===== src/cmtd_pkg.sv =====
// Shared types and constants of the count-min threshold detector.
package cmtd_pkg;

    localparam logic [31:0] SEED_ONE   = 32'd83233;
    localparam logic [31:0] SEED_TWO   = 32'd135990;
    localparam logic [31:0] SEED_THREE = 32'd69850;

    localparam logic [31:0] MUR_C1  = 32'hcc9e2d51;
    localparam logic [31:0] MUR_C2  = 32'h1b873593;
    localparam logic [31:0] MUR_ADD = 32'he6546b64;
    localparam logic [31:0] MUR_F1  = 32'h85ebca6b;
    localparam logic [31:0] MUR_F2  = 32'hc2b2ae35;

    localparam logic [1:0] LAST_ROW = 2'd2;

    typedef enum logic [3:0] {
        OP_NONE,
        OP_INIT,
        OP_LOADK,
        OP_MUL1,
        OP_MUL2,
        OP_MIX,
        OP_TAIL,
        OP_FIN1,
        OP_FIN2
    } hash_op_t;

    typedef struct packed {
        hash_op_t   op;
        logic [1:0] row;
        logic [1:0] blk;
        logic       key_load;
        logic       tally_inc;
        logic       tally_clr;
        logic       flag_init;
        logic       flag_zero;
        logic       rd_en;
        logic       wr_en;
        logic       sweep;
        logic       load_out;
    } cmtd_cmd_t;

endpackage


===== src/cmtd_controller.sv =====
// Controller: sequences clear sweeps, hash steps and counter read-modify-writes.
module cmtd_controller #(
    parameter int ROW_SIZE  = 4096,
    parameter int KEY_BYTES = 8
) (
    input  logic                        clk,
    input  logic                        rst_n,
    input  logic                        in_valid,
    output logic                        in_stall,
    input  logic                        action,
    output logic                        out_valid,
    input  logic                        out_stall,
    output cmtd_pkg::cmtd_cmd_t         cmd,
    output logic [$clog2(ROW_SIZE)-1:0] sweep_addr
);
    import cmtd_pkg::*;

    localparam int IDX_W = $clog2(ROW_SIZE);
    localparam int FULL  = KEY_BYTES / 4;
    localparam int NBLK  = FULL + ((KEY_BYTES % 4) != 0 ? 1 : 0);
    localparam logic [1:0]       LAST_BLK   = 2'(NBLK - 1);
    localparam logic [1:0]       FULL_BLKS  = 2'(FULL);
    localparam logic [IDX_W-1:0] LAST_SLOT  = IDX_W'(ROW_SIZE - 1);

    typedef enum logic [3:0] {
        S_CLEAR,
        S_IDLE,
        S_INIT,
        S_LOADK,
        S_MUL1,
        S_MUL2,
        S_MIX,
        S_FIN1,
        S_FIN2,
        S_READ,
        S_WRITE,
        S_POST
    } state_t;

    state_t           state_reg, state_next;
    logic [1:0]       row_reg, row_next;
    logic [1:0]       blk_reg, blk_next;
    logic [IDX_W-1:0] sweep_reg, sweep_next;
    logic             pend_reg, pend_next;
    logic             out_valid_reg, out_valid_next;
    logic             out_free;

    assign out_free = !out_valid_reg || !out_stall;

    always_comb
    begin
        state_next     = state_reg;
        row_next       = row_reg;
        blk_next       = blk_reg;
        sweep_next     = sweep_reg;
        pend_next      = pend_reg;
        out_valid_next = out_valid_reg && out_stall;
        cmd            = '0;
        cmd.op         = OP_NONE;
        cmd.row        = row_reg;
        cmd.blk        = blk_reg;
        case (state_reg)
            S_CLEAR:
            begin
                cmd.sweep  = 1'b1;
                cmd.wr_en  = 1'b1;
                sweep_next = sweep_reg + 1'b1;
                if (sweep_reg == LAST_SLOT)
                begin
                    sweep_next = '0;
                    state_next = pend_reg ? S_POST : S_IDLE;
                end
            end
            S_IDLE:
            begin
                if (in_valid)
                begin
                    cmd.key_load = 1'b1;
                    if (action)
                    begin
                        cmd.tally_clr = 1'b1;
                        cmd.flag_zero = 1'b1;
                        pend_next     = 1'b1;
                        state_next    = S_CLEAR;
                    end
                    else
                    begin
                        cmd.tally_inc = 1'b1;
                        cmd.flag_init = 1'b1;
                        row_next      = 2'd0;
                        state_next    = S_INIT;
                    end
                end
            end
            S_INIT:
            begin
                cmd.op     = OP_INIT;
                blk_next   = 2'd0;
                state_next = S_LOADK;
            end
            S_LOADK:
            begin
                cmd.op     = OP_LOADK;
                state_next = S_MUL1;
            end
            S_MUL1:
            begin
                cmd.op     = OP_MUL1;
                state_next = S_MUL2;
            end
            S_MUL2:
            begin
                cmd.op     = OP_MUL2;
                state_next = S_MIX;
            end
            S_MIX:
            begin
                cmd.op = (blk_reg < FULL_BLKS) ? OP_MIX : OP_TAIL;
                if (blk_reg == LAST_BLK)
                    state_next = S_FIN1;
                else
                begin
                    blk_next   = blk_reg + 2'd1;
                    state_next = S_LOADK;
                end
            end
            S_FIN1:
            begin
                cmd.op     = OP_FIN1;
                state_next = S_FIN2;
            end
            S_FIN2:
            begin
                cmd.op     = OP_FIN2;
                state_next = S_READ;
            end
            S_READ:
            begin
                cmd.rd_en  = 1'b1;
                state_next = S_WRITE;
            end
            S_WRITE:
            begin
                cmd.wr_en = 1'b1;
                if (row_reg == LAST_ROW)
                    state_next = S_POST;
                else
                begin
                    row_next   = row_reg + 2'd1;
                    state_next = S_INIT;
                end
            end
            S_POST:
            begin
                if (out_free)
                begin
                    cmd.load_out   = 1'b1;
                    out_valid_next = 1'b1;
                    pend_next      = 1'b0;
                    state_next     = S_IDLE;
                end
            end
            default:
            begin
                state_next = S_IDLE;
            end
        endcase
    end

    always_ff @(posedge clk or negedge rst_n)
    begin
        if (!rst_n)
        begin
            state_reg     <= S_CLEAR;
            row_reg       <= 2'd0;
            blk_reg       <= 2'd0;
            sweep_reg     <= '0;
            pend_reg      <= 1'b0;
            out_valid_reg <= 1'b0;
        end
        else
        begin
            state_reg     <= state_next;
            row_reg       <= row_next;
            blk_reg       <= blk_next;
            sweep_reg     <= sweep_next;
            pend_reg      <= pend_next;
            out_valid_reg <= out_valid_next;
        end
    end

    assign in_stall   = (state_reg != S_IDLE);
    assign out_valid  = out_valid_reg;
    assign sweep_addr = sweep_reg;

endmodule


===== config.mk =====
export PLATFORM = sky130hd
export DESIGN_NAME = cmtd_controller
export DESIGN_NICKNAME = d
export VERILOG_FILES = /design/src/cmtd_pkg.sv /design/src/cmtd_controller.sv
export SDC_FILE = /design/constraint.sdc
export NUM_CORES = 1
export LEC_CHECK = 0
export BUFFER_PORTS_ARGS = -buffer_cell sky130_fd_sc_hd__buf_4
export CORE_UTILIZATION = 51
export DETAILED_ROUTE_END_ITERATION = 10
export PLACE_DENSITY_LB_ADDON = 0.05
export SLEW_MARGIN = 20
export SYNTH_ARGS = -nofsm -noshare
export SYNTH_HDL_FRONTEND = slang
export SYNTH_SLANG_ARGS = --single-unit

===== constraint.sdc =====
create_clock -name clk -period 1.7 [get_ports clk]
set_input_delay 0.17 -clock clk [delete_from_list [all_inputs] [get_ports clk]]
set_output_delay 0.17 -clock clk [all_outputs]
set_load 0.05 [all_outputs]

# --- Word-level counts from Yosys, hierarchy flattened ---
# Index checks and enable logic that the tools add are counted.
classes:
  shift: 0
  n_lt_le_gt_ge: 1
  n_reduce_logical: 13
  bitwise: 0
  addsub: 3
  div: 0
  n_eq_ne: 22
  mul: 0
  muxes: 32
op_table:
  columns: ["op", "n"]
  rows:
  - ["case mux 4 bit (12 select lines)", 1]
  - ["case mux 4 bit (7 select lines)", 1]
  - ["2-to-1 mux 4 bit", 5]
  - ["equality test 4 x 3 -> 1 bit, second input constant", 4]
  - ["equality test 4 bit, second input constant", 4]
  - ["inequality test 2 bit, second input constant", 7]
  - ["adder 12 x 1 -> 12 bit, second input constant", 1]
  - ["equality test 12 bit, second input constant", 1]
  - ["2-to-1 mux 1 bit", 12]
  - ["2-to-1 mux 12 bit", 1]
  - ["2-to-1 mux 2 bit", 6]
  - ["2-to-1 mux 5 bit", 2]
  - ["equality test 4 x 2 -> 1 bit, second input constant", 2]
  - ["case mux 2 bit (2 select lines)", 2]
  - ["AND reduction 4 bit", 2]
  - ["nonzero test 2 bit", 3]
  - ["adder 2 x 1 -> 2 bit, second input constant", 2]
  - ["equality test 4 x 1 -> 1 bit, second input constant", 1]
  - ["zero test 4 bit", 1]
  - ["inequality test 4 x 1 -> 1 bit, second input constant", 1]
  - ["2-to-1 mux 3 bit", 1]
  - ["AND reduction 3 bit", 1]
  - ["equality test 2 x 1 -> 1 bit, second input constant", 1]
  - ["equality test 2 bit, second input constant", 1]
  - ["other kinds (7)", 8]
totals:
  in_bits: 5
  output_inout_bits: 31
  regBits: 22
  n_memories: 0
  word_cells: 77
  latchBits: 0
  rom_bits: 0
  mem_bits_rw: 0

# --- Depth between registers and ports, before layout ---
depth:
  ltp_word: 4
  depth_mapped: 7
  ltp_nobuf: 6

# --- Worst setup path before layout ---
# OpenSTA, ideal clock, no wires.
synth_path:
  kind: "register to output"
  startpoint: "register blk_reg[1]"
  endpoint: "output port cmd[13] in the netlist's numbering"
  t_required_ps: 1530
  t_arrival_ps: 3301
  stages_incl_launch_ff: 3
  path_buffers: 0
  setup_slack_ps: -1771
  path_cell_list: "dfrtp_1 > and4_1 > a2111oi_0"
synth_rtl:
  columns: ["item", "line_no", "rtl"]
  rows:
  - ["start: declaration", "cmtd_controller.sv:42", "logic [1:0] blk_reg, blk_next;"]
  - ["start signal: assignment", "cmtd_controller.sv:185", "blk_reg <= blk_next;"]
  - ["end: declaration", "cmtd_controller.sv:13", "output cmtd_pkg::cmtd_cmd_t cmd,"]

==> impl_results.md <==
- Num rows: 18
- Crit-path cells: buf_12 > nor2b_4 > nand3_4 > clkinvlp_4 > and2_4 > buf_8
- Drt drc: 0
- Unrepaired setup endpoints after global routing: true
- Status: finished, violations left
- Post-synth EDFFs: 0
- Vias/cell: 5.576
- Ratio of cells with drive above 1 in the final layout: 49.75%
- Worst slew margin: about four fifths
- Core region area: 2455 um2
- Setup crit end kind: primary output
- Max FO, Critical Path: 6
- NumNets Final: 208
- Final count of pins violating max slew: 0
- Most common cell after layout, fill and taps aside: buf_4
- GRT Util Overall: between 20% and 30%
- Sequential element share of the synthesized area: about two fifths
- First-pass GRT wire length: 5175 um
- Critical Path Slowest Stage Cell: dfrtp_2
- Total Routed Length: between 3000 and 4000 um
- Die width: roughly 53 um
- Synth Instances: 142
- Root buffer cell: clkbuf_4
- # diodes: 0
- CP Data Arrival Time: about 1.6 ns
- Fin crit share: 101.2%
- Post-Syn Area: ~1300 um2
- Die height: about 53 um
- Detail Placement HPWL: 2224 um
- Worst Skew: 0.01251 ns
- Critical Path RT: ~1.5 ns
- IO Count: 36
- Post-synth top area cell: dfrtp_1
- Clock sinks: 22
- Area Growth Syn to Fin: 52.48%
- Vias in the first global route: approximately 1.2k
- Worst setup SP type: flip-flop
- Failing checks: setup timing
- CTS max path bufs: 2
- Die ar.: 2783 um2
- H-Tree Depth: 1
- Min-delay worst type: in2reg
- Post-synth top area share: 41.90%
- Yosys cell types: 45
- Synth top area cells: dfrtp_1, xor2_1, nand2_1, nor2_1, ha_1
- Top_reg_cell synth: dfrtp_1
- Multi-input logic area: 798.3 um2
- CTS tree: yes
- Max Cap Violations: 0
- Setup WS post-layout: -0.02082 ns
- Final setup violation count: 3
- Worst-Margin Slew: 0.2959 ns
- Warnings, synthesis: 0
- Antenna violations before repair: 0
- Worst stage delay on the critical path: 0.45 ns
- Grt total ovfl: 0
- Critical path's top delay family: flip-flops
- Maximum vdd drop: 0.001536 V
- Largest register FFs: 12
- Via count: about 1.3k
- Tmin final: 1.721 ns
- Design Area, Final: 2003 um2
- FF+latch area: 561.8 um2
- FFs w/ async S/R, synth: 100.0%
- Largest net degree at the start of global routing: 23
- FMAX: about 580 MHz
- Routed Antenna Nets: 0
- Final Util: ~82%
- Syn avg cell area: 9.252 um2
- CP Class: reg2out
- Fin. Hold Viols: 0
- Pwr dens: 1868 nW/um2
- Iteration-0 DRC Markers: 25
- CTS buffer count: 3
- Post-DR wirelength/cell: 14.77 um
- First-pass DRT Iterations: 4
- CTS clk-pin slew, worst paths: 0.13 ns
- Leakage: 0.9301 nW
- Buffers & Inverters on Critical Path: 3
- Starting density of the core: between 50% and 60%
- Most frequent cells in the layout: buf_4, nand2_1, dfrtp_1, nor2_1, dfrtp_2
- Register bit total from synthesis: 22
- Placed cell area: 1712 um2
- I/O Buffers: 35
- WHS: roughly 0.11 ns
- Fillcell total: 155
- Setup WS pre-CTS: 0.1353 ns
- Clk_lat worst skew: 0.32 ns
- RD Place Congestion: 0.7901
- Net Count, Synth: 150
-- metrics by stage --
step	TNS [ns]	total power, mW	instances
after floorplan	-0.4566	2.309	142
after global placement	0	2.869	210
after detailed placement	0	2.914	210
after CTS	-0.07292	3.558	228
after global routing	-0.5469	3.945	229
final	-0.05216	3.742	229
-- final timing paths --
check | start | cells past startpoint | end | slack (ns)
worst min-delay path | out_stall | 3 | out_valid | 0.11
worst min register to register | pend_reg | 2 | pend_reg | 0.51
min in group asynchronous | rst_n | 2 | blk_reg[0] | 0.26
worst max register to register | state_reg[2] | 5 | row_reg[0] | 0.10
worst max-delay path | state_reg[1] | 6 | cmd[6] | -0.02
max in group asynchronous | rst_n | 2 | row_reg[0] | 1.18
-- kinds of logic (layout without fill, tap and decap cells) --
| group | Yosys count | count (layout) | synth area share [%] |
|---|---|---|---|
| AND/OR/NAND/NOR | 62 | 62 | 26.48 |
| AO/OA/AOI/OAI | 30 | 30 | 16.10 |
| XOR/XNOR | 10 | 10 | 6.667 |
| adder cells (fa/ha/maj) | 3 | 3 | 2.857 |
| flip-flops | 22 | 22 | 41.90 |
| multiplexers | 1 | 1 | 0.8571 |
| buffers and inverters | 14 | 71 | 5.142 |
-- power by group --
part | total (mW) | internal [mW] | switching, mW
Clock | 0.290 | 0.131 | 0.159
Sequential | 0.802 | 0.657 | 0.145
Combinational | 2.65 | 1.10 | 1.55
-- cell usage after synthesis, drive strengths merged (3+ instances only) --
master	number
inv	5
nand3	3
o21ai	8
o22ai	3
buf	7
nand2	16
xor2	7
and3	4
nor2	15
nand4	5
xnor2	3
nor3	7
dfrtp	22
a22o	3
ha	3
a21oi	7
-- per-layer routing --
layer	global-route usage [%]	up-vias	part of all wire, %
met1	32.43	624	45
met2	44.30	28	51
met5	0	-	0
met4	7.895	0	0.65
li1	-	621	-
met3	6.667	4	3.0
-- worst min-delay path: cells and delay by family --
family	cells	cell delay (ns)
buffers and inverters	1	0.08
AO/OA/AOI/OAI	1	0.08
AND/OR/NAND/NOR	1	0.06
-- layout make-up --
cell class,instances,area share (%)
Tap cell,30,1.874
Inverter,6,1.562
Timing Repair Buffer,61,26.86
Multi-Input combinational cell,106,39.85
Sequential cell,22,28.04
Clock buffer,4,1.811
-- what timing repair did --
| action | 4_1_cts | 5_1_grt |
|---|---|---|
| hold endpoints to repair | 22 | 0 |
| setup endpoints to repair | 11 | 11 |
| gates resized for setup | 21 | 14 |
| hold buffers | 1 | 0 |
| buffers inserted | 14 | 1 |
| pin swaps | 5 | 4 |
(Power assumes the default switching activity.)
